File: src/design/assert_macros.svh
// Assertion helpers shared by the RTL.
`ifndef ASSERT_MACROS_SVH
`define ASSERT_MACROS_SVH

// Same-cycle implication, disabled during reset.
`define POI_ASSERT_IMPL(name, clk, rst, ante, cons) \
   name: assert property (@(posedge clk) disable iff (rst) (ante) |-> (cons)) \
      else $error("same-cycle check failed");

// Next-cycle implication, disabled during reset.
`define POI_ASSERT_NEXT(name, clk, rst, ante, cons) \
   name: assert property (@(posedge clk) disable iff (rst) (ante) |=> (cons)) \
      else $error("next-cycle check failed");

`endif

File: src/design/poi_pkg.sv
// ----------------------------------------------------------------------------
// poi_pkg
// Types, codes and constants of the planar odometry integrator.
// ----------------------------------------------------------------------------
package poi_pkg;

   localparam int POI_TRIG_ITER_DEF = 16;
   localparam int POI_ATAN_DEPTH    = 24;
   localparam int POI_CNT_W         = 5;
   localparam int POI_FIFO_DEPTH    = 2;
   localparam int POI_CW            = 34;   // CORDIC datapath width

   localparam logic signed [POI_CW-1:0] POI_CORDIC_K = 34'sd652032874;
   localparam logic [26:0] POI_AGE_MAX = 27'h7FFFFFF;

   localparam logic signed [POI_CW-1:0] POI_ATAN_TAB [POI_ATAN_DEPTH] = '{
      34'sh020000000, 34'sh012E4051E, 34'sh009FB385B, 34'sh0051111D4,
      34'sh0028B0D43, 34'sh00145D7E1, 34'sh000A2F61E, 34'sh000517C55,
      34'sh00028BE53, 34'sh000145F2F, 34'sh0000A2F98, 34'sh0000517CC,
      34'sh000028BE6, 34'sh0000145F3, 34'sh00000A2FA, 34'sh00000517D,
      34'sh0000028BE, 34'sh00000145F, 34'sh000000A30, 34'sh000000518,
      34'sh00000028C, 34'sh000000146, 34'sh0000000A3, 34'sh000000051
   };

   typedef enum logic [1:0] {
      CMD_LATCH   = 2'd0,
      CMD_TICK    = 2'd1,
      CMD_RESTART = 2'd2
   } cmd_type;

   localparam logic [1:0] CSR_STALE_LIMIT   = 2'd0;
   localparam logic [1:0] CSR_START_X       = 2'd1;
   localparam logic [1:0] CSR_START_Y       = 2'd2;
   localparam logic [1:0] CSR_START_HEADING = 2'd3;

   typedef enum logic {
      JOB_TICK    = 1'b0,
      JOB_RESTART = 1'b1
   } job_kind_type;

   typedef struct packed {
      job_kind_type       kind;
      logic signed [23:0] vel_x;
      logic signed [23:0] vel_y;
      logic signed [31:0] turn_rate;
      logic [20:0]        elapsed;
      logic               stale;
      logic               stale_began;
   } job_type;

   typedef enum logic [3:0] {
      BK_IDLE,
      BK_TRIG_POSE,
      BK_MUL_VEL,
      BK_SUM_VEL,
      BK_MUL_DT,
      BK_UPDATE,
      BK_START_HALF,
      BK_TRIG_HALF,
      BK_EMIT
   } back_state_type;

endpackage

File: src/design/poi_front.sv
// ----------------------------------------------------------------------------
// poi_front
// Accepts transactions, keeps the velocity command and its age, and queues
// tick and restart jobs for the back end.
// ----------------------------------------------------------------------------
module poi_front
   import poi_pkg::*;
(
   input  logic               clock,
   input  logic               reset,
   input  logic               req_valid,
   output logic               req_stall,
   input  logic [1:0]         req_cmd,
   input  logic signed [23:0] req_vel_x,
   input  logic signed [23:0] req_vel_y,
   input  logic signed [31:0] req_turn_rate,
   input  logic [20:0]        req_elapsed,
   input  logic [25:0]        stale_limit,
   input  logic               queue_full,
   output logic               push,
   output job_type            push_job
);

   logic signed [23:0] vel_x_ff, vel_x_in, vel_y_ff, vel_y_in;
   logic signed [31:0] turn_ff, turn_in;
   logic [26:0]        age_ff, age_in;
   logic               stale_ff, stale_in;
   logic               accept, stale_now;
   logic [27:0]        age_sum;
   logic [26:0]        age_sat;

   assign req_stall = queue_full;
   assign accept    = req_valid && !queue_full;
   assign age_sum   = {1'b0, age_ff} + 28'(req_elapsed);
   assign age_sat   = age_sum[27] ? POI_AGE_MAX : age_sum[26:0];
   assign stale_now = (stale_limit != '0) && (age_sat > 27'(stale_limit));

   always_comb begin
      vel_x_in = vel_x_ff;
      vel_y_in = vel_y_ff;
      turn_in  = turn_ff;
      age_in   = age_ff;
      stale_in = stale_ff;
      push     = 1'b0;
      push_job = '{kind: JOB_TICK, vel_x: '0, vel_y: '0, turn_rate: '0,
                   elapsed: req_elapsed, stale: stale_now,
                   stale_began: stale_now && !stale_ff};
      if (accept) begin
         case (cmd_type'(req_cmd))
            CMD_LATCH: begin
               vel_x_in = req_vel_x;
               vel_y_in = req_vel_y;
               turn_in  = req_turn_rate;
               age_in   = '0;
               stale_in = 1'b0;
            end
            CMD_TICK: begin
               age_in = age_sat;
               push   = 1'b1;
               if (stale_now) begin
                  stale_in = 1'b1;
               end else begin
                  push_job.vel_x     = vel_x_ff;
                  push_job.vel_y     = vel_y_ff;
                  push_job.turn_rate = turn_ff;
               end
            end
            CMD_RESTART: begin
               push          = 1'b1;
               push_job.kind = JOB_RESTART;
            end
            default: begin
               // unused selector: drop
            end
         endcase
      end
   end

   always_ff @(posedge clock) begin
      if (reset) begin
         vel_x_ff <= '0;
         vel_y_ff <= '0;
         turn_ff  <= '0;
         age_ff   <= '0;
         stale_ff <= 1'b0;
      end else begin
         vel_x_ff <= vel_x_in;
         vel_y_ff <= vel_y_in;
         turn_ff  <= turn_in;
         age_ff   <= age_in;
         stale_ff <= stale_in;
      end
   end

endmodule

File: config.mk
export PLATFORM = sky130hd
export DESIGN_NAME = poi_front
export DESIGN_NICKNAME = d
export VERILOG_FILES = /design/src/design/assert_macros.svh /design/src/design/poi_pkg.sv /design/src/design/poi_front.sv
export SDC_FILE = /design/constraint.sdc
export NUM_CORES = 1
export LEC_CHECK = 0
export BUFFER_PORTS_ARGS = -buffer_cell sky130_fd_sc_hd__buf_2
export CORE_MARGIN = 4
export CORE_UTILIZATION = 30
export DETAILED_ROUTE_END_ITERATION = 10
export SLEW_MARGIN = 20
export SYNTH_ARGS = -nofsm -noshare
export SYNTH_HDL_FRONTEND = slang
export SYNTH_SLANG_ARGS = --single-unit
File: constraint.sdc
create_clock -name clock -period 5.3 [get_ports clock]
set_input_delay 0.265 -clock clock [delete_from_list [all_inputs] [get_ports clock]]
set_output_delay 0.265 -clock clock [all_outputs]
set_load 0.03 [all_outputs]
==> flow_summary.ini <==
[die]
die_height_um = 157
placementRows = 54
core_area_um2 = 21820
die_area_um2 = 24650
ios = 239
die_w_um = 157
start_util_pct = 30.52

[synthesis]
async_flop_share_pct = 0
ys.flop_type = dfxtp_1
synth_cell_types = 53
synth-seq-area-share_pct = 32.46
synth_area_leaders = dfxtp_1 (32%), nand2_1 (11%), ha_1 (9.4%)
syn_nets = 1083
yosys_warnings = 0
yosysMostFrequentCell = nand2_1
syn_inst = 899
yosysTopAreaCell = dfxtp_1
avgSynthCellArea_um2 = 7.408
synth_edf_count = 0
synth_common_cells = nand2_1 (199), a21oi_1 (113), dfxtp_1 (108)
synth_top_area_share_pct = 32.46
syn_area_um2 = 6660
ys_ff_latch = 108

[drt]
avgRoutedWirePerCell_um = 15.46
wl_um = 21350
firstDrtPassIters = 4
num_vias = 6616
final_antenna_net_count = 0
via_per_inst = 4.791
drc = 0
drtIter0Drc = 410

[placement]
gp_congestion = 0.9037
hpwl_um = 15320
pre_cts_slack_ps = 30.70
io_buffers = 238

[pwr]
p_seq_share_pct = 46.0
combPwrFrac_pct = 17.6
pwr-share-clk_pct = 36.5
p_int_mw = 1.289
power.switching_mw = 0.5300
peakVddDrop_mv = 0.1675
p_leak_nw = 3.952
power.density_nw_per_um2 = 208.7
swShare_pct = 29.13

[timing]
slew_viol_final = 0
post-route-min-period_ps = 5136
worst_clock_skew_ps = 7.316
tightest_slew_ps = 779.4
setup_tns_ps = 0
timing.final.ws_setup_ps = 164.4
hold_violations = 0
setup_viol = 0
timing.final.crit_share_pct = 96.90
relSlewSlack_pct = 47.49
fmax_mhz = 194.7

[clocking]
cts_tree = done
root_buffer = clkbuf_16
cts_buffer_depth = 2
cts.sinks = 108
htree_levels = 3
cts_buffers = 9
clk_latency_ps = 350
clk_pin_slew_ps = 80

[global_route]
gr-usage-met1_pct = 20.34
grt.met3_usage_pct = 2.420
grt_max_degree = 81
grt.busiest_layer = met2
grtUsageMet2_pct = 26.90
track_usage_pct = 15.64
antenna_found_initial = 0
grt_remaining_overflow = 0
grt_pass1_vias = 6204
grt_pass1_wl_um = 31550

[cells_and_area]
fin_nets = 1280
fillerInstances = 2279
diodes = 0
seqCellArea_um2 = 2167
multi_input_area_um2 = 4342
synthToLayoutAreaGrowth_pct = 30.88
drive_gt1_share_pct = 33.42

[setup_path]
r2r-start = age_ff[14]
worstPathRequired_ps = 5040
crit_type = reg -> out
arrival_ps = 4870
worstPathMaxFanout = 20
r2r_slack_ps = 1070
cp-end-kind = output port
worst_setup_path_start_kind = flop
startpoint = age_ff[14]
r2r-end = stale_ff
worst-r2r-cell-count = 18

[worst_hold_path]
min_path_type = in -> reg
hold_depth = 3
min_from = req_vel_x[11]
holdPathEnd = vel_x_ff[11]

[flow_run]
cap_violations = 0

[outcome]
run_status = complete, no violations
## cell type report
| class | instances | share of cell area, % |
|---|---|---|
| Inverter | 37 | 1.593 |
| Sequential cell | 108 | 24.86 |
| Clock buffer | 10 | 2.627 |
| Timing Repair Buffer | 259 | 16.48 |
| Multi-Input combinational cell | 681 | 49.81 |
| Tap cell | 280 | 4.019 |
| Clock inverter | 6 | 0.6172 |
## worst max-delay path, stage by stage, from the launching register on
cell	delay [ps]
dfxtp_2	350
ha_4	300
nand4_1	190
or3_1	400
or3_4	370
o21a_4	250
o21ai_2	150
xor2_1	90
or2_4	240
ha_4	260
nand4_1	160
nor4_4	350
buf_4	160
a211oi_1	60
o211ai_1	100
nand3_1	150
o2bb2ai_4	170
nor3_4	70
buf_6	150
clkbuf_16	170
and2_2	200
clkbuf_4	170
## logic make-up after synthesis
group,Yosys count,share of synthesized area (%)
adder cells (fa/ha/maj),51,9.694
AND/OR/NAND/NOR,399,28.89
XOR/XNOR,16,2.104
AO/OA/AOI/OAI,212,18.73
flip-flops,108,32.46
multiplexers,3,0.4697
buffers and inverters,110,7.646
## metal layers
| metal | wire length [um] | vias to the layer above |
|---|---|---|
| met2 | 10560 | 174 |
| li1 | - | 3412 |
| met1 | 9371 | 3001 |
| met3 | 944 | 29 |
| met4 | 473 | 0 |
| met5 | 0 | - |
## placed cells by master (no fill, tap or decap), types with 3 or more instances in the layout
master / synthesis / final
nand2b_1: 5 / 4
o211ai_1: 3 / 3
nand3_1: 13 / 13
clkbuf_4: 0 / 7
xor2_1: 7 / 7
nor3_1: 5 / 5
inv_1: 37 / 37
a21oi_1: 113 / 110
a211oi_1: 7 / 6
a311oi_1: 4 / 3
a31oi_1: 6 / 5
buf_2: 0 / 229
o21a_1: 5 / 4
ha_4: 0 / 13
xnor2_1: 9 / 9
and2_1: 47 / 45
or2_2: 7 / 6
o21ai_2: 1 / 3
ha_1: 50 / 35
and3_1: 7 / 6
o21ai_1: 0 / 3
clkbuf_16: 0 / 10
o21ai_0: 32 / 26
nand4_1: 7 / 7
nand2_1: 199 / 198
and2_2: 39 / 41
dfxtp_2: 0 / 4
nor4_1: 9 / 6
dfxtp_1: 108 / 104
a211o_1: 3 / 3
buf_4: 23 / 17
inv_6: 0 / 3
a21o_1: 9 / 8
nor2b_1: 3 / 3
a22oi_1: 15 / 15
nor2_1: 48 / 47
## power groups by stage
| stage | combinational [mW] | sequential (mW) | clock (mW) |
|---|---|---|---|
| 2_1_floorplan | 0.189 | 0.851 | 0 |
| 3_3_place_gp | 0.285 | 0.855 | 0 |
| 3_5_place_dp | 0.289 | 0.855 | 0 |
| 4_1_cts | 0.292 | 0.836 | 0.689 |
| 5_1_grt | 0.356 | 0.839 | 0.721 |
| 6_report | 0.319 | 0.837 | 0.663 |
## registers in the layout, summed over array words and instances, names as in the netlist
signal and count:
vel_x_ff 24, stale_ff 1, age_ff 27, turn_ff 32, vel_y_ff 24
## worst max path at each step
stage	to	slack (ps)	depth (start not counted)
2_1_floorplan	push_job[23]	740	20
3_3_place_gp	push_job[54]	180	22
3_5_place_dp	push_job[97]	30	21
4_1_cts	push_job[97]	10	21
5_1_grt	push_job[28]	-90	22
6_report	push_job[90]	160	21
## stage by stage
step | instances | utilization, % | hold slack (ps) | power, mW | area, um2
2_1_floorplan | 899 | - | 401.0 | 1.041 | 6660
3_3_place_gp | 1353 | 36.28 | 437.0 | 1.139 | 7918
3_5_place_dp | 1354 | 36.41 | 443.3 | 1.144 | 7946
4_1_cts | 1370 | 37.85 | 124.4 | 1.817 | 8259
5_1_grt | 1381 | 39.94 | 122.7 | 1.916 | 8717
6_report | 1381 | 39.94 | 144.9 | 1.819 | 8717
## repair_timing
action	in CTS	in global routing
setup endpoints to repair	82	82
setup buffers	0	9
pin swaps	1	18
hold buffers	0	0
cloned	0	2
resized for setup	7	69
Power figures use the tool's default switching activity.
