File: src/design/assert_macros.svh
// Assertion helpers shared by the RTL.
`ifndef ASSERT_MACROS_SVH
`define ASSERT_MACROS_SVH

// Same-cycle implication, disabled during reset.
`define POI_ASSERT_IMPL(name, clk, rst, ante, cons) \
   name: assert property (@(posedge clk) disable iff (rst) (ante) |-> (cons)) \
      else $error("same-cycle check failed");

// Next-cycle implication, disabled during reset.
`define POI_ASSERT_NEXT(name, clk, rst, ante, cons) \
   name: assert property (@(posedge clk) disable iff (rst) (ante) |=> (cons)) \
      else $error("next-cycle check failed");

`endif

File: src/design/poi_pkg.sv
// ----------------------------------------------------------------------------
// poi_pkg
// Types, codes and constants of the planar odometry integrator.
// ----------------------------------------------------------------------------
package poi_pkg;

   localparam int POI_TRIG_ITER_DEF = 16;
   localparam int POI_ATAN_DEPTH    = 24;
   localparam int POI_CNT_W         = 5;
   localparam int POI_FIFO_DEPTH    = 2;
   localparam int POI_CW            = 34;   // CORDIC datapath width

   localparam logic signed [POI_CW-1:0] POI_CORDIC_K = 34'sd652032874;
   localparam logic [26:0] POI_AGE_MAX = 27'h7FFFFFF;

   localparam logic signed [POI_CW-1:0] POI_ATAN_TAB [POI_ATAN_DEPTH] = '{
      34'sh020000000, 34'sh012E4051E, 34'sh009FB385B, 34'sh0051111D4,
      34'sh0028B0D43, 34'sh00145D7E1, 34'sh000A2F61E, 34'sh000517C55,
      34'sh00028BE53, 34'sh000145F2F, 34'sh0000A2F98, 34'sh0000517CC,
      34'sh000028BE6, 34'sh0000145F3, 34'sh00000A2FA, 34'sh00000517D,
      34'sh0000028BE, 34'sh00000145F, 34'sh000000A30, 34'sh000000518,
      34'sh00000028C, 34'sh000000146, 34'sh0000000A3, 34'sh000000051
   };

   typedef enum logic [1:0] {
      CMD_LATCH   = 2'd0,
      CMD_TICK    = 2'd1,
      CMD_RESTART = 2'd2
   } cmd_type;

   localparam logic [1:0] CSR_STALE_LIMIT   = 2'd0;
   localparam logic [1:0] CSR_START_X       = 2'd1;
   localparam logic [1:0] CSR_START_Y       = 2'd2;
   localparam logic [1:0] CSR_START_HEADING = 2'd3;

   typedef enum logic {
      JOB_TICK    = 1'b0,
      JOB_RESTART = 1'b1
   } job_kind_type;

   typedef struct packed {
      job_kind_type       kind;
      logic signed [23:0] vel_x;
      logic signed [23:0] vel_y;
      logic signed [31:0] turn_rate;
      logic [20:0]        elapsed;
      logic               stale;
      logic               stale_began;
   } job_type;

   typedef enum logic [3:0] {
      BK_IDLE,
      BK_TRIG_POSE,
      BK_MUL_VEL,
      BK_SUM_VEL,
      BK_MUL_DT,
      BK_UPDATE,
      BK_START_HALF,
      BK_TRIG_HALF,
      BK_EMIT
   } back_state_type;

endpackage

File: src/design/poi_fifo.sv
// ----------------------------------------------------------------------------
// poi_fifo
// Two-entry job queue between the command front and the pose back end.
// ----------------------------------------------------------------------------
`include "assert_macros.svh"

module poi_fifo
   import poi_pkg::*;
(
   input  logic    clock,
   input  logic    reset,
   input  logic    push,
   input  job_type push_job,
   input  logic    pop,
   output logic    full,
   output logic    empty,
   output job_type head_job
);

   job_type    mem_ff [POI_FIFO_DEPTH];
   logic       wr_ptr_ff, wr_ptr_in, rd_ptr_ff, rd_ptr_in;
   logic [1:0] count_ff, count_in;

   assign full     = (count_ff == 2'(POI_FIFO_DEPTH));
   assign empty    = (count_ff == 2'd0);
   assign head_job = mem_ff[rd_ptr_ff];

   always_comb begin
      wr_ptr_in = push ? ~wr_ptr_ff : wr_ptr_ff;
      rd_ptr_in = pop  ? ~rd_ptr_ff : rd_ptr_ff;
      count_in  = count_ff + {1'b0, push} - {1'b0, pop};
   end

   always_ff @(posedge clock) begin
      if (reset) begin
         wr_ptr_ff <= 1'b0;
         rd_ptr_ff <= 1'b0;
         count_ff  <= 2'd0;
      end else begin
         wr_ptr_ff <= wr_ptr_in;
         rd_ptr_ff <= rd_ptr_in;
         count_ff  <= count_in;
      end
      if (push) begin
         mem_ff[wr_ptr_ff] <= push_job;
      end
   end

   `POI_ASSERT_IMPL(fifo_no_overflow, clock, reset, push, !full || pop)
   `POI_ASSERT_IMPL(fifo_no_underflow, clock, reset, pop, !empty)

endmodule

File: config.mk
export PLATFORM = sky130hd
export DESIGN_NAME = poi_fifo
export DESIGN_NICKNAME = d
export VERILOG_FILES = /design/src/design/poi_pkg.sv /design/src/design/poi_fifo.sv
export VERILOG_INCLUDE_DIRS = /design/src /design/src/design
export SDC_FILE = /design/constraint.sdc
export NUM_CORES = 1
export LEC_CHECK = 0
export BUFFER_PORTS_ARGS = -buffer_cell sky130_fd_sc_hd__buf_2
export CAP_MARGIN = 0
export CORE_MARGIN = 8
export CORE_UTILIZATION = 56
export DETAILED_ROUTE_END_ITERATION = 7
export MAX_ROUTING_LAYER = met4
export PLACE_DENSITY = 0.92
export RECOVER_POWER = 50
export SLEW_MARGIN = 20
export SYNTH_ARGS = -nofsm -noshare
export SYNTH_HDL_FRONTEND = slang
export SYNTH_SLANG_ARGS = --single-unit
export TNS_END_PERCENT = 50
File: constraint.sdc
create_clock -name clock -period 13.6 [get_ports clock]
set_input_delay 1.36 -clock clock [delete_from_list [all_inputs] [get_ports clock]]
set_output_delay 1.36 -clock clock [all_outputs]
set_load 0.01 [all_outputs]
==> key figures <==
Clock network
  • CTS tree: done
  • Worst-skew pair later-pin latency: 470 ps
  • Post-CTS resize count: 0
  • Quantity of hold-fixing buffers added after cts: 0
  • CTS clk-pin slew, worst paths: 60 ps
  • Clock tree sinks: 213
  • Number of buffers inserted by post-CTS setup repair: 0
  • Clk buf depth: 3
  • CTS buffer count: 21
  • H-Tree Depth: 1
  • CTS Root Buffer Type: sky130_fd_sc_hd__clkbuf_16

Setup path
  • Capture point of the critical path: head_job[12]
  • Largest driver fanout on the critical path: 66
  • Worst R2R Start: wr_ptr_ff$_SDFFE_PP0P_
  • Kind of launch point of the worst setup path: flip-flop
  • Endpoint type of the worst setup path: output port
  • Critical setup path kind: flip-flop to output port
  • Reg2Reg Setup Slack: 10240 ps
  • Critical path cell sequence: buf_4 -> mux2_2 -> buf_2
  • Cell depth of the worst flop-to-flop path: 2
  • Slowest cell on the critical path: sky130_fd_sc_hd__dfxtp_4
  • Largest stage delay on the critical path: 1060 ps
  • Worst r2r dst: mem_ff[1][86]$_DFFE_PP_
  • Worst EP arrival: 2770 ps
  • CP required: 12240 ps

Detailed routing
  • Total via count in the routed design: 3976
  • Average routed wire per standard cell: 20.49 um
  • Count of nets left with antenna violations after detail routing: 0
  • Drt total wl: 15700 um
  • Detailed-route DRC error count: 0
  • First-pass detailed-route iteration total: 4
  • Number of DRC markers after the initial detailed-route iteration: 228
  • Routed via count divided by cell count: 5.191

Placed design
  • Global placer's final weighted congestion: 0.7304
  • IO Port Bufs: 213
  • Estimated wirelength of the detail-placed design: 10950 um
  • Inst Count DP: 730
  • Post-Place Worst Slack: 9911 ps

Cells and area
  • Share of cells above drive strength 1: 0.4914
  • Multi-input gate area: 1505 sq um
  • Reg area: 6350 sq um
  • Post-route insts no fill: 766
  • Area growth from synthesis to layout: 21.94%
  • Fraction of the core area covered by cells at the end of the flow: 0.7004
  • Final net count: 683
  • Filler Cell Count: 877

Synth
  • Number of distinct library cell variants in the gate-level netlist after synthesis: 14
  • Yosys warning total: 0
  • Syn_area_per_cell: 23.11 sq um
  • Combined area of all synthesized cells: 7973 sq um
  • Post-synthesis instance total: 345
  • Synthesized netlist net count: 455
  • Number of synthesized register bits: 213
  • Seq/Total Area, Yosys: 0.7960

Timing
  • Minimum period implied by the final worst setup slack: 4135 ps
  • Clock Skew: 6.091 ps
  • Total count of max-transition violations in the final report: 81
  • Final number of setup-violating endpoints: 0
  • Number of failing hold endpoints at the final stage: 0
  • Worst slew slack as a fraction of its limit: -0.7340
  • Maximum achievable frequency: 0.2418 GHz
  • Unrepaired setup endpoints after global routing: no
  • Worst hold slack: 507.5 ps
  • Part of the cycle the worst path needs: 0.3040
  • Sum of negative setup slack: 0 ps
  • Worst setup slack after layout: 9465 ps
  • Slew at the pin closest to its max-slew limit: 2601 ps

Run status
  • Violations in the final reports: capacitance limit, slew limit
  • Outcome: complete, but fails checks

GRT
  • Global-route wire length before repair: 23380 um
  • Number of antenna violations at the first check in global routing: 2
  • Largest net degree at the start of global routing: 73
  • Gr ovfl total: 0
  • Vias in the first global route: 4408
  • Global Route Usage Sum: 0.1689

Floorplan
  • Die width: 135.3 um
  • Initial standard-cell utilization of the core: 0.5744
  • Die Span Y: 135.3 um
  • Placeable Area: 13880 sq um
  • Rows: 43
  • Io pins: 214
  • Full die area: 18310 sq um

Pwr
  • Power density relative to cell area: 150.8 nW/um^2
  • VDD IR max: 109.7 uV
  • Pleak: 3.652 nW

Job
  • Total of max-cap violations: 2

Min path
  • Class of the worst hold path: flip-flop to flip-flop
==> metrics by stage <==
| step | total power (W) | cell area, sq um |
|---|---|---|
| after CTS | 0.001486 | 9809 |
| after detailed placement | 0.0009706 | 9194 |
| final | 0.001466 | 9722 |
| after global placement | 0.0009607 | 9194 |
| after global routing | 0.001519 | 9722 |
| after floorplan | 0.0009020 | 7973 |
==> registers in the layout, indices dropped and copies added (netlist names), named ones only <==
signal,count
count_ff,2
wr_ptr_ff,1
rd_ptr_ff,1
mem_ff,208
==> how the worst min path moves through the flow <==
stage	slack, ps	end	cells after the start	startpoint
floorplan	480	flip-flop	2	rd_ptr_ff$_SDFFE_PP0P_
global placement	490	flip-flop	2	rd_ptr_ff$_SDFFE_PP0P_
detailed placement	510	rd_ptr_ff$_SDFFE_PP0P_	2	rd_ptr_ff$_SDFFE_PP0P_
CTS	520	flip-flop	2	rd_ptr_ff$_SDFFE_PP0P_
global route	540	flip-flop	2	rd_ptr_ff$_SDFFE_PP0P_
finish	510	flip-flop	2	rd_ptr_ff$_SDFFE_PP0P_
==> cells by family (layout without fill, tap and decap cells) <==
kind of cell  Yosys count  count (layout)  share of synthesized area
fa+ha+maj               2               2                   0.003138
other cells             0               2                          0
flops                 213             213                     0.7960
simple gates            9               9                   0.005494
buf+inv                14             253                    0.01522
mux                   104             104                     0.1751
xor+xnor                3               3                   0.005022
==> critical path, delay by kind of cell (launching register included) <==
| kind | cells | cell delay (ps) |
|---|---|---|
| muxes | 1 | 400 |
| DFF | 1 | 1060 |
| buffers and inverters | 2 | 780 |
==> layout by cell type (no fill, tap or decap) <==
master                       synthesis  layout
sky130_fd_sc_hd__clkbuf_1            0      65
sky130_fd_sc_hd__clkinv_4            0       1
sky130_fd_sc_hd__and2_0              0       1
sky130_fd_sc_hd__clkinvlp_4          0       1
sky130_fd_sc_hd__edfxtp_1          208     208
sky130_fd_sc_hd__diode_2             0       2
sky130_fd_sc_hd__clkinv_1            0       4
sky130_fd_sc_hd__mux2_4             60      60
sky130_fd_sc_hd__dfxtp_4             0       1
sky130_fd_sc_hd__buf_4               0       3
sky130_fd_sc_hd__nor2b_1             3       3
sky130_fd_sc_hd__clkinv_2            0       5
sky130_fd_sc_hd__dfxtp_1             5       4
sky130_fd_sc_hd__inv_1               2       2
sky130_fd_sc_hd__xnor3_1             1       1
sky130_fd_sc_hd__mux2_2             44      44
sky130_fd_sc_hd__buf_2               4     150
sky130_fd_sc_hd__xnor2_1             2       2
sky130_fd_sc_hd__bufinv_16           0       1
sky130_fd_sc_hd__clkbuf_16           0      21
sky130_fd_sc_hd__nor2_1              5       5
sky130_fd_sc_hd__ha_1                2       2
==> metal layers <==
layer	share of wire	GRT usage	vias up	wire length (um)
met5	0	-	-	0
met4	0.0092	0.03208	0	144
met3	0.084	0.04414	17	1325
met2	0.51	0.2847	179	7988
met1	0.40	0.2025	1953	6240
li1	-	-	1827	-
==> layout make-up <==
type,instances,area share
antenna,2,0.0005148
timing repair buffer,217,0.1042
sequential,213,0.6532
tap,180,0.02317
inverter,2,0.0007722
multi-input combinational,118,0.1548
clock inverter,12,0.008880
clock buffer,22,0.05444
==> synthesized netlist by cell type <==
cell type / n / share of area
sky130_fd_sc_hd__inv_1: 2 / 0.00094
sky130_fd_sc_hd__ha_1: 2 / 0.0031
sky130_fd_sc_hd__nor2_1: 5 / 0.0024
sky130_fd_sc_hd__mux2_2: 44 / 0.062
sky130_fd_sc_hd__mux2_4: 60 / 0.11
sky130_fd_sc_hd__xnor2_1: 2 / 0.0022
sky130_fd_sc_hd__buf_6: 7 / 0.0099
sky130_fd_sc_hd__dfxtp_1: 5 / 0.013
sky130_fd_sc_hd__buf_2: 4 / 0.0025
sky130_fd_sc_hd__and2_1: 1 / 0.00079
sky130_fd_sc_hd__edfxtp_1: 208 / 0.78
sky130_fd_sc_hd__buf_8: 1 / 0.0019
sky130_fd_sc_hd__xnor3_1: 1 / 0.0028
sky130_fd_sc_hd__nor2b_1: 3 / 0.0024
==> report_power, final <==
group	internal (W)	total (W)	switching, W
registers	0.000768	0.000788	0.0000203
clock network	0.000299	0.000514	0.000215
logic	0.0000835	0.000163	0.0000800
total	0.00115	0.00147	0.000316
Power figures use the tool's default switching activity.
